<file path="src/rtl/core/ired_pkg.sv">
// Package for the IR edge interval frame decoder.
// Holds configuration codes, reset values, slot quantizer constants and shared types.
// No dependencies.
`default_nettype none

package ired_pkg;

	// Defaults for the top-level parameters.
	localparam int DEF_US_TICK_COUNT = 80;
	localparam int DEF_TIMER_BITS    = 24;
	localparam int DEF_FRAME_BITS    = 64;

	// Configuration port layout and register indexes.
	localparam int CFG_INDEX_BITS = 2;
	localparam int CFG_DATA_BITS  = 16;
	localparam logic [CFG_INDEX_BITS-1:0] CFG_GAP_LIMIT_US    = 2'd0;
	localparam logic [CFG_INDEX_BITS-1:0] CFG_MIN_FRAME_SLOTS = 2'd1;

	// Register reset values.
	localparam logic [15:0] GAP_LIMIT_RESET = 16'd10000;
	localparam logic [7:0]  MIN_SLOTS_RESET = 8'd50;

	// Slot quantizer: slots = (us + 68) / 136, computed as ((us + 68) >> 3) / 17.
	// The divide by 17 uses an exact reciprocal for a 10-bit dividend.
	localparam int SLOT_ARG_BITS    = 12;
	localparam int SLOT_SUM_BITS    = 13;
	localparam int SLOT_PRE_SHIFT   = 3;
	localparam int SLOT_QIN_BITS    = 10;
	localparam int SLOT_MULT_BITS   = 11;
	localparam int SLOT_DIV_SHIFT   = 15;
	localparam int SLOT_BITS        = 6;
	localparam int SLOT_ROUND       = 68;
	localparam int SLOT_LIMIT       = 20;
	localparam logic [SLOT_MULT_BITS-1:0] SLOT_DIV_MULT = 11'd1928;

	// Slot total saturation.
	localparam int TOTAL_BITS = 8;
	localparam logic [TOTAL_BITS-1:0] TOTAL_MAX = 8'd255;

	// Result queue depth; it also bounds the items in flight.
	localparam int OUT_FIFO_DEPTH = 4;

	// Configuration registers as seen by the frame logic.
	typedef struct packed {
		logic [15:0] gap_limit_us;
		logic [7:0]  min_frame_slots;
	} ired_cfg_t;

endpackage

`default_nettype wire

</file>
<file path="src/rtl/core/ired_interval.sv">
// Interval measurement: edge timestamp difference and conversion to microseconds.
// Two register stages: tick difference, then exact reciprocal multiply.
// Depends on ired_pkg.
`default_nettype none

module ired_interval #(
	parameter int US_TICK_COUNT = ired_pkg::DEF_US_TICK_COUNT,
	parameter int TIMER_BITS    = ired_pkg::DEF_TIMER_BITS
) (
	input  wire logic                  clk,
	input  wire logic                  arst_n,
	input  wire logic                  accept,
	input  wire logic [TIMER_BITS-1:0] edge_time,
	output logic                       us_valid,
	output logic [TIMER_BITS-1:0]      us_value,
	output logic [1:0]                 pipe_valid
);
	import ired_pkg::*;

	// Reciprocal for an exact floor divide of any TIMER_BITS-bit tick count.
	localparam int RECIP_L = $clog2(US_TICK_COUNT);
	localparam int SHIFT   = TIMER_BITS + RECIP_L;
	localparam int M_BITS  = TIMER_BITS + 1;
	localparam int P_BITS  = TIMER_BITS + M_BITS;
	localparam longint unsigned RECIP_FULL =
		((64'd1 << SHIFT) + 64'(US_TICK_COUNT) - 64'd1) / 64'(US_TICK_COUNT);
	localparam logic [M_BITS-1:0] RECIP = M_BITS'(RECIP_FULL);

	logic [TIMER_BITS-1:0] prev_q;
	logic [TIMER_BITS-1:0] ticks_s1;
	logic                  valid_s1;
	logic [TIMER_BITS-1:0] us_s2;
	logic                  valid_s2;
	logic [P_BITS-1:0]     product;

	// The tick difference wraps modulo the timer width.
	always_ff @(posedge clk or negedge arst_n) begin
		if (!arst_n) begin
			prev_q   <= '0;
			valid_s1 <= 1'b0;
			valid_s2 <= 1'b0;
		end else begin
			valid_s1 <= accept;
			valid_s2 <= valid_s1;
			if (accept) begin
				prev_q <= edge_time;
			end
		end
	end

	// The quotient always fits the timer width, so the high part is narrowed to it.
	always_ff @(posedge clk) begin
		if (accept) begin
			ticks_s1 <= prev_q - edge_time;
		end
		us_s2 <= TIMER_BITS'(product[P_BITS-1:SHIFT]);
	end

	// Multiply by the rounded-up reciprocal; the high part is the quotient.
	assign product = P_BITS'(ticks_s1) * P_BITS'(RECIP);

	assign us_valid   = valid_s2;
	assign us_value   = us_s2;
	assign pipe_valid = {valid_s2, valid_s1};

endmodule

`default_nettype wire

</file>
<file path="src/rtl/core/ired_frame.sv">
// Frame assembly: gap detection, slot quantization and the frame shift register.
// Pushes the completed frame to the result queue when a gap closes a long frame.
// Depends on ired_pkg.
`default_nettype none

module ired_frame #(
	parameter int TIMER_BITS = ired_pkg::DEF_TIMER_BITS,
	parameter int FRAME_BITS = ired_pkg::DEF_FRAME_BITS
) (
	input  wire logic                   clk,
	input  wire logic                   arst_n,
	input  wire ired_pkg::ired_cfg_t    cfg,
	input  wire logic                   us_valid,
	input  wire logic [TIMER_BITS-1:0]  us_value,
	output logic                        push,
	output logic [FRAME_BITS-1:0]       push_data
);
	import ired_pkg::*;

	logic [FRAME_BITS-1:0]                 frame_q;
	logic [TOTAL_BITS-1:0]                 total_q;
	logic                                  gap_hit;
	logic                                  arg_small;
	logic [SLOT_SUM_BITS-1:0]              rounded;
	logic [SLOT_QIN_BITS-1:0]              eighths;
	logic [SLOT_QIN_BITS+SLOT_MULT_BITS-1:0] slot_prod;
	logic [SLOT_BITS-1:0]                  slots;
	logic                                  slot_ok;
	logic [FRAME_BITS-1:0]                 ones;
	logic [TOTAL_BITS:0]                   total_sum;
	logic [TOTAL_BITS-1:0]                 total_next;

	// An interval above the gap limit ends the frame.
	assign gap_hit = us_value > TIMER_BITS'(cfg.gap_limit_us);

	// Quantize to slots; anything at or above the argument range is 20 slots or more.
	assign arg_small = (us_value >> SLOT_ARG_BITS) == '0;
	assign rounded   = SLOT_SUM_BITS'(us_value[SLOT_ARG_BITS-1:0]) + SLOT_SUM_BITS'(SLOT_ROUND);
	assign eighths   = rounded[SLOT_PRE_SHIFT +: SLOT_QIN_BITS];
	assign slot_prod = (SLOT_QIN_BITS+SLOT_MULT_BITS)'(eighths)
		* (SLOT_QIN_BITS+SLOT_MULT_BITS)'(SLOT_DIV_MULT);
	assign slots     = slot_prod[SLOT_DIV_SHIFT +: SLOT_BITS];
	assign slot_ok   = arg_small && (slots != '0) && (slots < SLOT_BITS'(SLOT_LIMIT));

	// Ones that enter below the shifted frame: slots minus one of them.
	always_comb begin
		ones = '0;
		for (int i = 0; i < SLOT_LIMIT - 1; i++) begin
			ones[i] = slots > SLOT_BITS'(i + 1);
		end
	end

	// Saturating slot total.
	assign total_sum  = (TOTAL_BITS+1)'(total_q) + (TOTAL_BITS+1)'(slots);
	assign total_next = total_sum[TOTAL_BITS] ? TOTAL_MAX : total_sum[TOTAL_BITS-1:0];

	always_ff @(posedge clk or negedge arst_n) begin
		if (!arst_n) begin
			frame_q <= '0;
			total_q <= '0;
		end else if (us_valid) begin
			if (gap_hit) begin
				frame_q <= '0;
				total_q <= '0;
			end else if (slot_ok) begin
				frame_q <= (frame_q << slots) | ones;
				total_q <= total_next;
			end
		end
	end

	// A gap emits the frame only if enough slots were collected.
	assign push      = us_valid && gap_hit && (total_q > cfg.min_frame_slots);
	assign push_data = frame_q;

endmodule

`default_nettype wire

</file>
<file path="src/rtl/core/ired_out_fifo.sv">
// Small result queue between the frame logic and the output channel.
// The caller guarantees no push while full; depth is a parameter.
// No package dependencies.
`default_nettype none

module ired_out_fifo #(
	parameter int WIDTH = 64,
	parameter int DEPTH = 4
) (
	input  wire logic                       clk,
	input  wire logic                       arst_n,
	input  wire logic                       push,
	input  wire logic [WIDTH-1:0]           push_data,
	output logic                            out_valid,
	input  wire logic                       out_ready,
	output logic [WIDTH-1:0]                out_data,
	output logic [$clog2(DEPTH+1)-1:0]      count
);
	localparam int PTR_BITS = (DEPTH > 1) ? $clog2(DEPTH) : 1;
	localparam int CNT_BITS = $clog2(DEPTH + 1);
	localparam logic [PTR_BITS-1:0] LAST = PTR_BITS'(DEPTH - 1);

	logic [WIDTH-1:0]    mem_q [DEPTH];
	logic [PTR_BITS-1:0] wr_ptr_q;
	logic [PTR_BITS-1:0] rd_ptr_q;
	logic [CNT_BITS-1:0] count_q;
	logic                pop;

	assign pop = out_valid && out_ready;

	// Pointers wrap at the depth, which need not be a power of two.
	always_ff @(posedge clk or negedge arst_n) begin
		if (!arst_n) begin
			wr_ptr_q <= '0;
			rd_ptr_q <= '0;
			count_q  <= '0;
		end else begin
			if (push) begin
				wr_ptr_q <= (wr_ptr_q == LAST) ? '0 : wr_ptr_q + 1'b1;
			end
			if (pop) begin
				rd_ptr_q <= (rd_ptr_q == LAST) ? '0 : rd_ptr_q + 1'b1;
			end
			if (push && !pop) begin
				count_q <= count_q + 1'b1;
			end else if (pop && !push) begin
				count_q <= count_q - 1'b1;
			end
		end
	end

	always_ff @(posedge clk) begin
		if (push) begin
			mem_q[wr_ptr_q] <= push_data;
		end
	end

	assign out_valid = count_q != '0;
	assign out_data  = mem_q[rd_ptr_q];
	assign count     = count_q;

endmodule

`default_nettype wire

</file>
<file path="src/rtl/core/ir_edge_interval_frame_decoder.sv">
// Top level of the IR edge interval frame decoder.
// Instantiates ired_interval, ired_frame and ired_out_fifo; depends on ired_pkg.
//
//   channel | signals                               | direction
//   --------+---------------------------------------+----------
//   input   | in_valid, in_ready, edge_time         | in
//   result  | out_valid, out_ready, frame_code      | out
//   config  | cfg_valid, cfg_ready, cfg_index/data  | in
//
// One item is accepted per cycle while in_ready is high. The edge item that closes
// a frame passes the tick difference and reciprocal multiply registers, and its
// frame is then registered into the result queue, which raises out_valid.
// The result queue holds four items; in_ready drops when queued results plus
// items in the two measurement stages reach four, so a stalled output stops input.
// cfg_ready is always high. Reset clears the timestamp, frame, count and queue and
// loads the register reset values.
`default_nettype none

module ir_edge_interval_frame_decoder #(
	parameter int US_TICK_COUNT = ired_pkg::DEF_US_TICK_COUNT,
	parameter int TIMER_BITS    = ired_pkg::DEF_TIMER_BITS,
	parameter int FRAME_BITS    = ired_pkg::DEF_FRAME_BITS
) (
	input  wire logic                               clk,
	input  wire logic                               arst_n,
	input  wire logic                               in_valid,
	output logic                                    in_ready,
	input  wire logic [TIMER_BITS-1:0]              edge_time,
	output logic                                    out_valid,
	input  wire logic                               out_ready,
	output logic [FRAME_BITS-1:0]                   frame_code,
	input  wire logic                               cfg_valid,
	output logic                                    cfg_ready,
	input  wire logic [ired_pkg::CFG_INDEX_BITS-1:0] cfg_index,
	input  wire logic [ired_pkg::CFG_DATA_BITS-1:0]  cfg_data
);
	import ired_pkg::*;

	localparam int CNT_BITS = $clog2(OUT_FIFO_DEPTH + 1);

	ired_cfg_t             cfg_q;
	logic                  accept;
	logic                  us_valid;
	logic [TIMER_BITS-1:0] us_value;
	logic [1:0]            pipe_valid;
	logic                  push;
	logic [FRAME_BITS-1:0] push_data;
	logic [CNT_BITS-1:0]   fifo_count;
	logic [CNT_BITS:0]     in_flight;

	// Configuration registers; writes beyond the list are ignored.
	assign cfg_ready = 1'b1;

	always_ff @(posedge clk or negedge arst_n) begin
		if (!arst_n) begin
			cfg_q.gap_limit_us    <= GAP_LIMIT_RESET;
			cfg_q.min_frame_slots <= MIN_SLOTS_RESET;
		end else if (cfg_valid && cfg_ready) begin
			case (cfg_index)
				CFG_GAP_LIMIT_US:    cfg_q.gap_limit_us    <= cfg_data[15:0];
				CFG_MIN_FRAME_SLOTS: cfg_q.min_frame_slots <= cfg_data[7:0];
				default: ;
			endcase
		end
	end

	// Admit an item only if the queue has room for every item still in flight.
	assign in_flight = (CNT_BITS+1)'(fifo_count) + (CNT_BITS+1)'(pipe_valid[0])
		+ (CNT_BITS+1)'(pipe_valid[1]);
	assign in_ready  = in_flight < (CNT_BITS+1)'(OUT_FIFO_DEPTH);
	assign accept    = in_valid && in_ready;

	ired_interval #(
		.US_TICK_COUNT(US_TICK_COUNT),
		.TIMER_BITS   (TIMER_BITS)
	) u_interval (
		.clk       (clk),
		.arst_n    (arst_n),
		.accept    (accept),
		.edge_time (edge_time),
		.us_valid  (us_valid),
		.us_value  (us_value),
		.pipe_valid(pipe_valid)
	);

	ired_frame #(
		.TIMER_BITS(TIMER_BITS),
		.FRAME_BITS(FRAME_BITS)
	) u_frame (
		.clk      (clk),
		.arst_n   (arst_n),
		.cfg      (cfg_q),
		.us_valid (us_valid),
		.us_value (us_value),
		.push     (push),
		.push_data(push_data)
	);

	ired_out_fifo #(
		.WIDTH(FRAME_BITS),
		.DEPTH(OUT_FIFO_DEPTH)
	) u_out_fifo (
		.clk      (clk),
		.arst_n   (arst_n),
		.push     (push),
		.push_data(push_data),
		.out_valid(out_valid),
		.out_ready(out_ready),
		.out_data (frame_code),
		.count    (fifo_count)
	);

endmodule

`default_nettype wire

</file>
<file path="config.mk">
export PLATFORM = sky130hd
export DESIGN_NAME = ir_edge_interval_frame_decoder
export DESIGN_NICKNAME = d
export VERILOG_FILES = /design/src/rtl/core/ired_pkg.sv /design/src/rtl/core/ired_interval.sv /design/src/rtl/core/ired_frame.sv /design/src/rtl/core/ired_out_fifo.sv /design/src/rtl/core/ir_edge_interval_frame_decoder.sv
export SDC_FILE = /design/constraint.sdc
export NUM_CORES = 1
export LEC_CHECK = 0
export BUFFER_PORTS_ARGS = -buffer_cell sky130_fd_sc_hd__buf_2
export CORE_ASPECT_RATIO = 0.8
export CORE_UTILIZATION = 40
export CTS_CLUSTER_DIAMETER = 50
export CTS_CLUSTER_SIZE = 10
export DETAILED_ROUTE_END_ITERATION = 10
export HOLD_SLACK_MARGIN = 0.08
export PLACE_DENSITY = 0.58
export REMOVE_ABC_BUFFERS = 1
export SETUP_SLACK_MARGIN = 0.4
export SLEW_MARGIN = 10
export SYNTH_ARGS = -nofsm -noshare
export SYNTH_HDL_FRONTEND = slang
export SYNTH_SLANG_ARGS = --single-unit
export TNS_END_PERCENT = 30
</file>
<file path="constraint.sdc">
create_clock -name clk -period 8.6 [get_ports clk]
set_clock_uncertainty 0.2 [all_clocks]
set_input_delay 1.72 -clock clk [delete_from_list [all_inputs] [get_ports clk]]
set_output_delay 1.72 -clock clk [all_outputs]
set_load 0.01 [all_outputs]
</file>
==> metrics.txt <==
Ant. Diodes=0; register area share after synthesis=0.356; Vias per Instance=5.63; Placer Congestion=0.905; Post-synth ARST share=0.302; WS Path Type=flop to flop; dpl cells=between 4000 and 5000; Hold WC Path Type=flop to flop; CP required=8.92 ns; Worst-path clk slew=0.06 ns; most common cell in the netlist=inv_1; fmax=127 MHz; Final period util=0.916; GRT Residual Overflow=0; Final Net Count=~3700; Hold Fails Final Rpt=0; CP Max Fanout=9; post-synthesis cell area=0.0337 mm^2; Ports=114; R2R Setup Slk=a little over 0.7 ns; P&R area growth vs syn=10.9%; RSZ-0062 raised after global routing=yes; top_reg_cell synth=edfxtp_1; vias=23500; post-synth top area cell=edfxtp_1; PortBufs=112; design area=around 0.037 mm^2; H-tree depth=2; Worst Tran Pin Value=1.25 ns; Non-Filler Instances=4175; area share of the largest cell type after synthesis=0.249; Final Slew Violations=0; Iteration-0 DRC Markers=~2000; Avg Synthesized Cell Area=~11 um^2; CP arrival=8.20 ns; initial antenna violation count=1; CTS Buf Count=59; Bufs on Longest Clock Path=3; first-pass GRT wire length=140000 um; Synth warnings=0; Synth Register Bits=427; Area after DPL=0.0355 mm^2; Std-Cell Rows=94; layout cells sized above 1=0.127; synth cell count leaders=inv_1, ha_1, edfxtp_1; Sink Count=about 430; Critical Path Source Type=flop; Syn Inst Count=2942; Die W=327 um; GRT Total Usage=0.211; final setup violation count=0; CTS tree=yes; final worst slack=0.722 ns; Worst setup EP type=flop; min Tclk post-route=about 8 ns; WHS=roughly 0.19 ns; DRC=0; fill count=7707; Clock Latency Late Sink=0.65 ns; hold buffer count at CTS=0; Die H=262 um; die area=roughly 0.085 mm^2; count of cell types in the netlist=90; status=finished clean; core area=0.0828 mm^2; wire length per cell=21.6 um; DP Worst Slack=0.629 ns; Area contributors post-synth=edfxtp_1, fa_1, ha_1; via count of the first global-routing pass=23800; post-route ant nets=0; Max transition margin=0.166; DRT Pass-1 Iters=6; WL final=90200 um; root buf cell=clkbuf_16; final HPWL from detailed placement=65500 um; maxcap violations=0; largest net degree at the start of global routing=120; starting density of the core=0.407; Post-synth EDFFs=280
worst max-delay path, cell delays in order (launching register included):
cell,delay [ns]
edfxtp_1,0.60
ha_1,0.61
inv_1,0.12
fa_1,0.55
inv_1,0.06
fa_1,0.50
fa_1,0.55
fa_1,0.56
fa_1,0.61
inv_1,0.07
fa_1,0.54
inv_1,0.05
ha_1,0.33
nand4_1,0.16
nor2_1,0.09
a211oi_1,0.64
o21a_1,0.29
nand3_1,0.13
a21oi_1,0.37
o31ai_2,0.15
a21oi_1,0.33
o31ai_1,0.13
o211a_1,0.14
sequential cells by signal (all words and copies together), names as in the netlist:
name	cells
cfg_q	24
u_frame.push_data	64
u_frame.total_q	8
u_interval.prev_q	24
u_interval.ticks_s1	24
u_interval.us_valid	1
u_interval.us_value	18
u_interval.valid_s1	1
u_out_fifo.count	3
u_out_fifo.mem_q	256
u_out_fifo.rd_ptr_q	2
u_out_fifo.wr_ptr_q	2
routing by layer:
metal,part of all wire,GRT usage
met1,0.47,0.308
met4,0.016,0.0411
met2,0.45,0.332
met5,0,0
met3,0.060,0.0329
layout by cell type, fill, tap and decap left out, types with 101 or more instances in the layout:
cell,n
inv_1,483
ha_1,360
nor2_1,161
a221oi_1,129
edfxtp_1,280
dfrtp_1,119
mux2i_1,109
fa_1,237
buf_2,111
nand2_1,101
repair_timing:
action | 4_1_cts | 5_1_grt
endpoints found under the setup margin | 0 | 7
setup buffers | 0 | 0
gates resized for setup | 0 | 2
cells by family (layout without fill, tap and decap cells):
kind of cell,after synthesis,after routing,synth area share
mux,214,214,0.0888
xor+xnor,70,70,0.0192
compound gates,614,614,0.136
simple gates,399,400,0.0540
flops,427,427,0.356
other cells,1,1,0.000111
fa+ha+maj,599,599,0.275
buf+inv,618,746,0.0704
per-stage QoR:
step	util	TNS (ns)
after floorplan	-	-376.67
after global placement	0.428	0
after detailed placement	0.428	0
after CTS	0.451	0
after global routing	0.452	0
final	0.452	0
area by class of cell:
cell class              instances  area [um^2]  area share
multi-input cells            1898        19400       0.519
clock buffers                  88         1640      0.0438
inverters                     488         1830      0.0490
repair buffers                147          842      0.0225
well taps                    1104         1380      0.0369
clock inverters                23          262     0.00699
flip-flops and latches        427        12000       0.321
path summary, 6_finish.rpt:
path | from | end | cells after the start
max in group asynchronous | arst_n | u_frame.push_data[46]$_DFFE_PN0P_ | 2
max | u_interval.ticks_s1[2]$_DFFE_PP_ | u_interval.us_value[17]$_DFF_P_ | 22
max reg2reg | u_interval.ticks_s1[2]$_DFFE_PP_ | u_interval.us_value[17]$_DFF_P_ | 22
min | u_interval.valid_s1$_DFF_PN0_ | u_interval.us_valid$_DFF_PN0_ | 0
min reg2reg | u_interval.valid_s1$_DFF_PN0_ | u_interval.us_valid$_DFF_PN0_ | 0
min in group asynchronous | arst_n | u_interval.prev_q[2]$_DFFE_PN0P_ | 1
Power is not shown: default switching activity piles up to over one toggle a cycle in this logic, so the estimate is an artifact.
